===== src/bplr_pkg.sv =====
// shared types, constants and defaults for the button press detector
`default_nettype none
package bplr_pkg;

	localparam int TICK_WIDTH_DEF = 32;
	localparam int TICK_IN_W      = 32;
	localparam int CFG_W          = 16;
	localparam int CFG_IDX_W      = 2;

	localparam logic [CFG_IDX_W-1:0] REG_DEBOUNCE   = 2'd0;
	localparam logic [CFG_IDX_W-1:0] REG_LONG_PRESS = 2'd1;
	localparam logic [CFG_IDX_W-1:0] REG_REPEAT     = 2'd2;

	localparam logic [CFG_W-1:0] DEBOUNCE_RST   = 16'd50;
	localparam logic [CFG_W-1:0] LONG_PRESS_RST = 16'd500;
	localparam logic [CFG_W-1:0] REPEAT_RST     = 16'd200;

	typedef enum logic [1:0] {
		PH_IDLE     = 2'd0,
		PH_DEBOUNCE = 2'd1,
		PH_PRESSED  = 2'd2,
		PH_REPEAT   = 2'd3
	} phase_t;

	typedef struct packed {
		logic [CFG_W-1:0] debounce_ticks;
		logic [CFG_W-1:0] long_press_ticks;
		logic [CFG_W-1:0] repeat_ticks;
	} cfg_t;

	typedef struct packed {
		logic       press_event;
		logic       long_press_event;
		logic       repeat_event;
		logic [1:0] phase;
	} result_t;

endpackage
`default_nettype wire


===== src/bplr_if.sv =====
// valid/ready channel interfaces for polls and results
`default_nettype none
interface bplr_poll_if;
	logic        valid;
	logic        ready;
	logic        button_level;
	logic [31:0] now_tick;

	modport source (output valid, button_level, now_tick, input ready);
	modport sink (input valid, button_level, now_tick, output ready);
endinterface

interface bplr_result_if;
	logic       valid;
	logic       ready;
	logic       press_event;
	logic       long_press_event;
	logic       repeat_event;
	logic [1:0] phase;

	modport source (output valid, press_event, long_press_event, repeat_event, phase,
		input ready);
	modport sink (input valid, press_event, long_press_event, repeat_event, phase,
		output ready);
endinterface
`default_nettype wire


===== src/bplr_cfg.sv =====
// configuration registers for debounce, long-press and repeat times
`default_nettype none
module bplr_cfg
	import bplr_pkg::*;
(
	input  wire logic                 clk,
	input  wire logic                 arst_n,
	input  wire logic                 wr_en,
	input  wire logic [CFG_IDX_W-1:0] wr_index,
	input  wire logic [CFG_W-1:0]     wr_data,
	output cfg_t                      cfg
);

	cfg_t cfg_q;

	always_ff @(posedge clk or negedge arst_n) begin
		if (!arst_n) begin
			cfg_q.debounce_ticks   <= DEBOUNCE_RST;
			cfg_q.long_press_ticks <= LONG_PRESS_RST;
			cfg_q.repeat_ticks     <= REPEAT_RST;
		end else if (wr_en) begin
			// unused index is dropped
			unique case (wr_index)
				REG_DEBOUNCE:   cfg_q.debounce_ticks   <= wr_data;
				REG_LONG_PRESS: cfg_q.long_press_ticks <= wr_data;
				REG_REPEAT:     cfg_q.repeat_ticks     <= wr_data;
				default: ;
			endcase
		end
	end

	assign cfg = cfg_q;

endmodule
`default_nettype wire


===== src/bplr_core.sv =====
// phase machine, tick mark and elapsed-time compares
`default_nettype none
module bplr_core
	import bplr_pkg::*;
#(
	parameter int TICK_WIDTH = TICK_WIDTH_DEF
) (
	input  wire logic                 clk,
	input  wire logic                 arst_n,
	input  wire logic                 step,
	input  wire logic                 button_level,
	input  wire logic [TICK_IN_W-1:0] now_tick,
	input  cfg_t                      cfg,
	output result_t                   res
);

	localparam int CMP_W = (TICK_WIDTH > CFG_W) ? TICK_WIDTH : CFG_W;

	phase_t                  phase_q;
	phase_t                  phase_d;
	logic [TICK_WIDTH-1:0]   mark_q;
	logic [TICK_WIDTH-1:0]   now_t;
	logic [TICK_WIDTH-1:0]   elapsed;
	logic [TICK_WIDTH+TICK_IN_W-1:0] now_wide;
	logic [TICK_WIDTH+CFG_W-1:0]     elapsed_wide;
	logic [TICK_WIDTH+CFG_W-1:0]     deb_wide;
	logic [TICK_WIDTH+CFG_W-1:0]     long_wide;
	logic [TICK_WIDTH+CFG_W-1:0]     rep_wide;
	logic                    gt_debounce;
	logic                    gt_long;
	logic                    gt_repeat;
	logic                    mark_load;

	// fit the tick to the mark width, wrapping modulo 2^TICK_WIDTH
	assign now_wide = {{TICK_WIDTH{1'b0}}, now_tick};
	assign now_t    = now_wide[TICK_WIDTH-1:0];
	assign elapsed  = now_t - mark_q;

	assign elapsed_wide = {{CFG_W{1'b0}}, elapsed};
	assign deb_wide     = {{TICK_WIDTH{1'b0}}, cfg.debounce_ticks};
	assign long_wide    = {{TICK_WIDTH{1'b0}}, cfg.long_press_ticks};
	assign rep_wide     = {{TICK_WIDTH{1'b0}}, cfg.repeat_ticks};

	assign gt_debounce = elapsed_wide[CMP_W-1:0] > deb_wide[CMP_W-1:0];
	assign gt_long     = elapsed_wide[CMP_W-1:0] > long_wide[CMP_W-1:0];
	assign gt_repeat   = elapsed_wide[CMP_W-1:0] > rep_wide[CMP_W-1:0];

	always_comb begin
		phase_d = phase_q;
		unique case (phase_q)
			PH_IDLE: begin
				if (button_level) phase_d = PH_DEBOUNCE;
			end
			PH_DEBOUNCE: begin
				if (gt_debounce) phase_d = button_level ? PH_PRESSED : PH_IDLE;
			end
			PH_PRESSED: begin
				if (!button_level) phase_d = PH_IDLE;
				else if (gt_long) phase_d = PH_REPEAT;
			end
			PH_REPEAT: begin
				if (!button_level) phase_d = PH_IDLE;
			end
		endcase
	end

	always_comb begin
		mark_load            = 1'b0;
		res.press_event      = 1'b0;
		res.long_press_event = 1'b0;
		res.repeat_event     = 1'b0;
		unique case (phase_q)
			PH_IDLE: begin
				mark_load = button_level;
			end
			PH_DEBOUNCE: begin
				mark_load       = gt_debounce && button_level;
				res.press_event = gt_debounce && button_level;
			end
			PH_PRESSED: begin
				mark_load            = button_level && gt_long;
				res.long_press_event = button_level && gt_long;
			end
			PH_REPEAT: begin
				mark_load        = button_level && gt_repeat;
				res.repeat_event = button_level && gt_repeat;
			end
		endcase
		res.phase = phase_d;
	end

	always_ff @(posedge clk or negedge arst_n) begin
		if (!arst_n) begin
			phase_q <= PH_IDLE;
			mark_q  <= '0;
		end else if (step) begin
			phase_q <= phase_d;
			if (mark_load) mark_q <= now_t;
		end
	end

endmodule
`default_nettype wire


===== src/button_press_long_repeat_fsm.sv =====
// button press, long-press and auto-repeat detector, top level
// an accepted poll is held in the input register; its result is then held in the result register
// throughput: one poll per cycle; a held result stalls input only once the
//   input register is full as well
// reset: arst_n clears phase to idle, the tick mark to zero and loads default times
`default_nettype none
module button_press_long_repeat_fsm
	import bplr_pkg::*;
#(
	parameter int TICK_WIDTH = TICK_WIDTH_DEF
) (
	input  wire logic                 clk,
	input  wire logic                 arst_n,
	bplr_poll_if.sink                 poll,
	bplr_result_if.source             result,
	input  wire logic                 wr_en,
	input  wire logic [CFG_IDX_W-1:0] wr_index,
	input  wire logic [CFG_W-1:0]     wr_data
);

	cfg_t                 cfg;
	result_t              res;
	result_t              res_s2;
	logic                 valid_s1;
	logic                 valid_s2;
	logic                 level_s1;
	logic [TICK_IN_W-1:0] tick_s1;
	logic                 advance;
	logic                 step;

	bplr_cfg u_cfg (
		.clk      (clk),
		.arst_n   (arst_n),
		.wr_en    (wr_en),
		.wr_index (wr_index),
		.wr_data  (wr_data),
		.cfg      (cfg)
	);

	assign advance    = !valid_s2 || result.ready;
	assign step       = valid_s1 && advance;
	assign poll.ready = !valid_s1 || advance;

	// input register
	always_ff @(posedge clk or negedge arst_n) begin
		if (!arst_n) begin
			valid_s1 <= 1'b0;
		end else if (poll.ready) begin
			valid_s1 <= poll.valid;
		end
	end

	always_ff @(posedge clk) begin
		if (poll.ready && poll.valid) begin
			level_s1 <= poll.button_level;
			tick_s1  <= poll.now_tick;
		end
	end

	bplr_core #(
		.TICK_WIDTH (TICK_WIDTH)
	) u_core (
		.clk          (clk),
		.arst_n       (arst_n),
		.step         (step),
		.button_level (level_s1),
		.now_tick     (tick_s1),
		.cfg          (cfg),
		.res          (res)
	);

	// result register
	always_ff @(posedge clk or negedge arst_n) begin
		if (!arst_n) begin
			valid_s2 <= 1'b0;
		end else if (advance) begin
			valid_s2 <= valid_s1;
		end
	end

	always_ff @(posedge clk) begin
		if (step) res_s2 <= res;
	end

	assign result.valid            = valid_s2;
	assign result.press_event      = res_s2.press_event;
	assign result.long_press_event = res_s2.long_press_event;
	assign result.repeat_event     = res_s2.repeat_event;
	assign result.phase            = res_s2.phase;

endmodule
`default_nettype wire

===== src/flat_wrapper.sv =====
// flat-port wrapper written by rule: the top's interface ports become plain ports
module button_press_long_repeat_fsm_flat import bplr_pkg::*;
#(
	parameter int TICK_WIDTH = TICK_WIDTH_DEF
)
  (clk, arst_n, wr_en, wr_index, wr_data, poll_valid, poll_button_level, poll_now_tick, poll_ready, result_valid, result_press_event, result_long_press_event, result_repeat_event, result_phase, result_ready);
  bplr_poll_if poll_i ();
  bplr_result_if result_i ();
  input  wire logic clk;
  input  wire logic arst_n;
  input  wire logic wr_en;
  input  wire logic [CFG_IDX_W-1:0] wr_index;
  input  wire logic [CFG_W-1:0] wr_data;
  input wire logic [$bits(poll_i.valid)-1:0] poll_valid;
  input wire logic [$bits(poll_i.button_level)-1:0] poll_button_level;
  input wire logic [$bits(poll_i.now_tick)-1:0] poll_now_tick;
  output wire logic [$bits(poll_i.ready)-1:0] poll_ready;
  output wire logic [$bits(result_i.valid)-1:0] result_valid;
  output wire logic [$bits(result_i.press_event)-1:0] result_press_event;
  output wire logic [$bits(result_i.long_press_event)-1:0] result_long_press_event;
  output wire logic [$bits(result_i.repeat_event)-1:0] result_repeat_event;
  output wire logic [$bits(result_i.phase)-1:0] result_phase;
  input wire logic [$bits(result_i.ready)-1:0] result_ready;
  assign poll_i.valid = poll_valid;
  assign poll_i.button_level = poll_button_level;
  assign poll_i.now_tick = poll_now_tick;
  assign poll_ready = poll_i.ready;
  assign result_valid = result_i.valid;
  assign result_press_event = result_i.press_event;
  assign result_long_press_event = result_i.long_press_event;
  assign result_repeat_event = result_i.repeat_event;
  assign result_phase = result_i.phase;
  assign result_i.ready = result_ready;
  button_press_long_repeat_fsm #(.TICK_WIDTH(TICK_WIDTH)) u_core (.clk(clk), .arst_n(arst_n), .poll(poll_i), .result(result_i), .wr_en(wr_en), .wr_index(wr_index), .wr_data(wr_data));
endmodule

===== config.mk =====
export PLATFORM = sky130hd
export DESIGN_NAME = button_press_long_repeat_fsm_flat
export DESIGN_NICKNAME = d
export VERILOG_FILES = /design/src/bplr_pkg.sv /design/src/bplr_if.sv /design/src/bplr_cfg.sv /design/src/bplr_core.sv /design/src/button_press_long_repeat_fsm.sv /design/src/flat_wrapper.sv
export SDC_FILE = /design/constraint.sdc
export NUM_CORES = 1
export LEC_CHECK = 0
export BUFFER_PORTS_ARGS = -buffer_cell sky130_fd_sc_hd__buf_2
export CAP_MARGIN = 5
export CORE_MARGIN = 10
export CORE_UTILIZATION = 51
export DETAILED_ROUTE_END_ITERATION = 12
export GPL_TIMING_DRIVEN = 0
export PLACE_DENSITY = 0.69
export SETUP_SLACK_MARGIN = 0.4
export SLEW_MARGIN = 20
export SYNTH_ARGS = -nofsm -noshare
export SYNTH_HDL_FRONTEND = slang
export SYNTH_HIERARCHICAL = 1
export SYNTH_SLANG_ARGS = --single-unit

===== constraint.sdc =====
create_clock -name clk -period 5.77 [get_ports clk]
set_input_delay 1.154 -clock clk [delete_from_list [all_inputs] [get_ports clk]]
set_output_delay 1.154 -clock clk [all_outputs]
set_load 0.01 [all_outputs]

==> reports/results.ini <==
[outcome]
status=completed

[route]
routed_wl_um=20100
num_vias=6180
vias_per_cell=5.80
drt_iter0_drc=344
dr.pass1.iters=5
drcViolationCount=0
postRouteAntennaNets=0
wl_per_cell_um=18.8

[worst_setup_path]
startpoint_type=flip-flop
cp.arrival_ps=5410
cpMostUsedCell=ha_1
cp-end-kind=flip-flop
cpPeakStageDelay_ps=580
cp_slowest_cell=or4_1
critical_path_class=reg -> reg
path_cells=inv_1 -> ha_1 -> fa_1 -> nor2b_1 -> o2111ai_2 -> a21o_1 -> and2_1 -> o31ai_1 -> xor2_1 -> buf_4 -> ha_1 -> nand4_1 -> or4_1 -> a31oi_1 -> a21boi_0 -> a21oi_1 -> o311ai_4 -> buf_6 -> mux2_4
path_buf_inv=3
critPathTopFamily=compound AO/OA/AOI/OAI gates
cp_max_fo=10
cp.required_ps=6070

[power_and_ir_drop]
power_mw=3.97
vdd.ir_drop.worst_mv=0.249
pwr_density_cell_nw_per_um2=427
p_leak_nw=4.30

[die]
ios=63
dieArea_sq_um=21300
die_w_um=146
rows=45
die_h_um=146
floorplan.core_area_sq_um=15400
start_util_pct=52.5

[place]
place.gp.congestion=0.950
dp_slack_ps=554
io_buffers=62
dp.cells=1033
hpwl_um=15600

[timing]
period_minus_slack_ps=5110
rsz0062_at_grt=false
finalHoldViolCount=0
worstMarginPinSlew_ps=722
layout_setup_ws_ps=664
max_freq_mhz=196
min_period_over_period_pct=88.5
maxSlewHeadroom_pct=51.5
drv_slew=0
final.setup.tns_ps=0
skew_ps=10.1
setup_viol=0
hold-worst-slack_ps=507

[cts]
cts-hold-fix-buffers=0
root_buffer=clkbuf_16
path_clk_slew_ps=60
htreeDepth=4
cts_made_buffers=17
clockBufferDepth=2
cts_tree=done
clock_latency_ps=430
cts_sinks=122

[logic_synthesis]
syn_area_per_cell_sq_um=10.6
synth_nets=895
synth_edf_count=38
synthCells=759
yosys_warnings=6
synth_ff_type=dfrtp_1
async_flop_share_pct=68.9
ys_types=70
syn-cell-area_sq_um=8070
synth_seq_cells=122
ys_seq_area_share_pct=40.4

[finish]
antenna_cells=0
nFillCells=1293
fin_cells=1066
final_nets=978
area_growth_syn_to_layout_pct=15.3
drive_above_1_share_pct=25.3
layout_common_cells=inv_1 (92), ha_1 (79), dfrtp_1 (72)
final_common_cell=inv_1

[run]
max_cap_viol_count=0

[grt]
grt_pass1_vias=6277
grt_usage_pct=19.0
antenna_found_initial=0
grt_pass1_wl_um=33100
overflow=0
grt_start_max_net_pins=59

[worst_hold_path]
hp-class=reg -> reg

## final cells by class
class	instances	area, sq um	share of cell area, %
buffer	19	123	1.32
clock buffer	17	425	4.57
clock inverter	15	180	1.94
inverter	92	345	3.71
multi-input combinational	526	4360	46.9
sequential	122	3260	35.0
tap	211	264	2.84
timing repair buffer	64	348	3.74
## through the flow
stage | utilization (%) | instance area, sq um
3_5_place_dp | 56.4 | 8680
6_report | 60.5 | 9310
3_3_place_gp | 56.2 | 8650
4_1_cts | 60.4 | 9280
2_1_floorplan | - | 8070
5_1_grt | 60.5 | 9310
## flip-flops by register name, summed over array words and instances, names as in the netlist
register                        cells
u_core/u_cfg/cfg                   48
u_core/tick_s1                     32
u_core/u_core/mark_q               32
u_core/result.phase                 2
u_core/u_core/phase_q               2
u_core/level_s1                     1
u_core/result.long_press_event      1
u_core/result.press_event           1
u_core/result.repeat_event          1
u_core/result.valid                 1
u_core/valid_s1                     1
## path summary, 6_finish.rpt
kind	start	end	slack, ps	cells after the start
max reg2reg	u_core/tick_s1[0]	u_core/u_core/mark_q[17]	660	19
max	u_core/tick_s1[0]	u_core/u_core/mark_q[17]	660	19
min in group asynchronous	arst_n	u_core/u_cfg/cfg[29]	660	1
min	u_core/u_core/mark_q[14]	u_core/u_core/mark_q[14]	510	1
min reg2reg	u_core/u_core/mark_q[14]	u_core/u_core/mark_q[14]	510	1
max in group asynchronous	arst_n	u_core/u_cfg/cfg[6]	4430	2
## cell usage after synthesis (3+ instances only)
master | count | area [sq um]
inv_1 | 92 | 345
ha_1 | 79 | 988
dfrtp_1 | 72 | 1800
mux2_2 | 52 | 586
a21oi_1 | 46 | 230
edfxtp_1 | 38 | 1140
nor2_1 | 35 | 131
nand2_1 | 34 | 128
mux2_4 | 29 | 435
o21ai_0 | 29 | 145
nand4_1 | 20 | 125
a21o_1 | 17 | 128
o21a_1 | 15 | 113
xnor2_1 | 13 | 114
clkbuf_1 | 12 | 45.0
dfstp_2 | 12 | 315
nand3_1 | 11 | 55.1
nor2b_1 | 9 | 56.3
nor3_1 | 9 | 45.0
o211ai_1 | 8 | 60.1
nand2b_1 | 7 | 43.8
xor2_1 | 6 | 52.6
a211oi_1 | 5 | 37.5
a31oi_1 | 5 | 31.3
and2_1 | 5 | 31.3
buf_6 | 5 | 56.3
o31a_1 | 5 | 43.8
o31ai_1 | 5 | 37.5
or4_1 | 5 | 37.5
a311oi_1 | 4 | 35.0
nand3b_1 | 4 | 30.0
nor4_1 | 4 | 25.0
o221ai_1 | 4 | 35.0
a2111oi_0 | 3 | 26.3
a32oi_1 | 3 | 26.3
mux2i_1 | 3 | 30.0
o2111ai_1 | 3 | 26.3
o21ai_1 | 3 | 15.0
or2_2 | 3 | 18.8
or3_1 | 3 | 18.8
## layer usage
layer | vias up | wire, um | part of all wire, % | track usage, %
met5 | - | 0 | 0 | 0
met3 | 29 | 1020 | 5.1 | 4.16
met2 | 183 | 9110 | 45 | 29.4
met1 | 3026 | 9630 | 48 | 26.0
met4 | 0 | 325 | 1.6 | 5.97
li1 | 2942 | - | - | -
## worst reg2reg max path, cell delays in order (launching register included)
cell and delay [ps]:
edfxtp_1 340, inv_1 50, ha_1 220, fa_1 420, nor2b_1 210, o2111ai_2 220
a21o_1 260, and2_1 170, o31ai_1 350, xor2_1 120, buf_4 170, ha_1 300
nand4_1 190, or4_1 580, a31oi_1 280, a21boi_0 140, a21oi_1 270, o311ai_4 180
buf_6 240, mux2_4 310
## kinds of logic (layout without fill, tap and decap cells)
logic type | count (synthesis) | count (layout) | share of synthesized area (%)
DFF | 122 | 122 | 40.4
AOI/OAI and AO/OA | 177 | 177 | 14.9
and+or+nand+nor | 166 | 166 | 11.4
muxes | 84 | 84 | 13.0
xor gates and xnor gates | 19 | 19 | 2.06
adders and majority gates | 80 | 80 | 12.5
buffers and inverters | 111 | 207 | 5.80
## report_power, final
part           switching, mW  internal, mW  total, mW
Sequential            0.0852          1.05       1.14
Clock                  0.435         0.653       1.09
Combinational           1.00         0.745       1.75
Total                   1.52          2.45       3.97
## timing repair
| item | in CTS | in global routing |
|---|---|---|
| hold endpoints to repair | 0 | 0 |
| resized for setup | 0 | 4 |
| setup endpoints to repair | 0 | 32 |
| buffers inserted | 0 | 1 |
(Power assumes the default switching activity.)
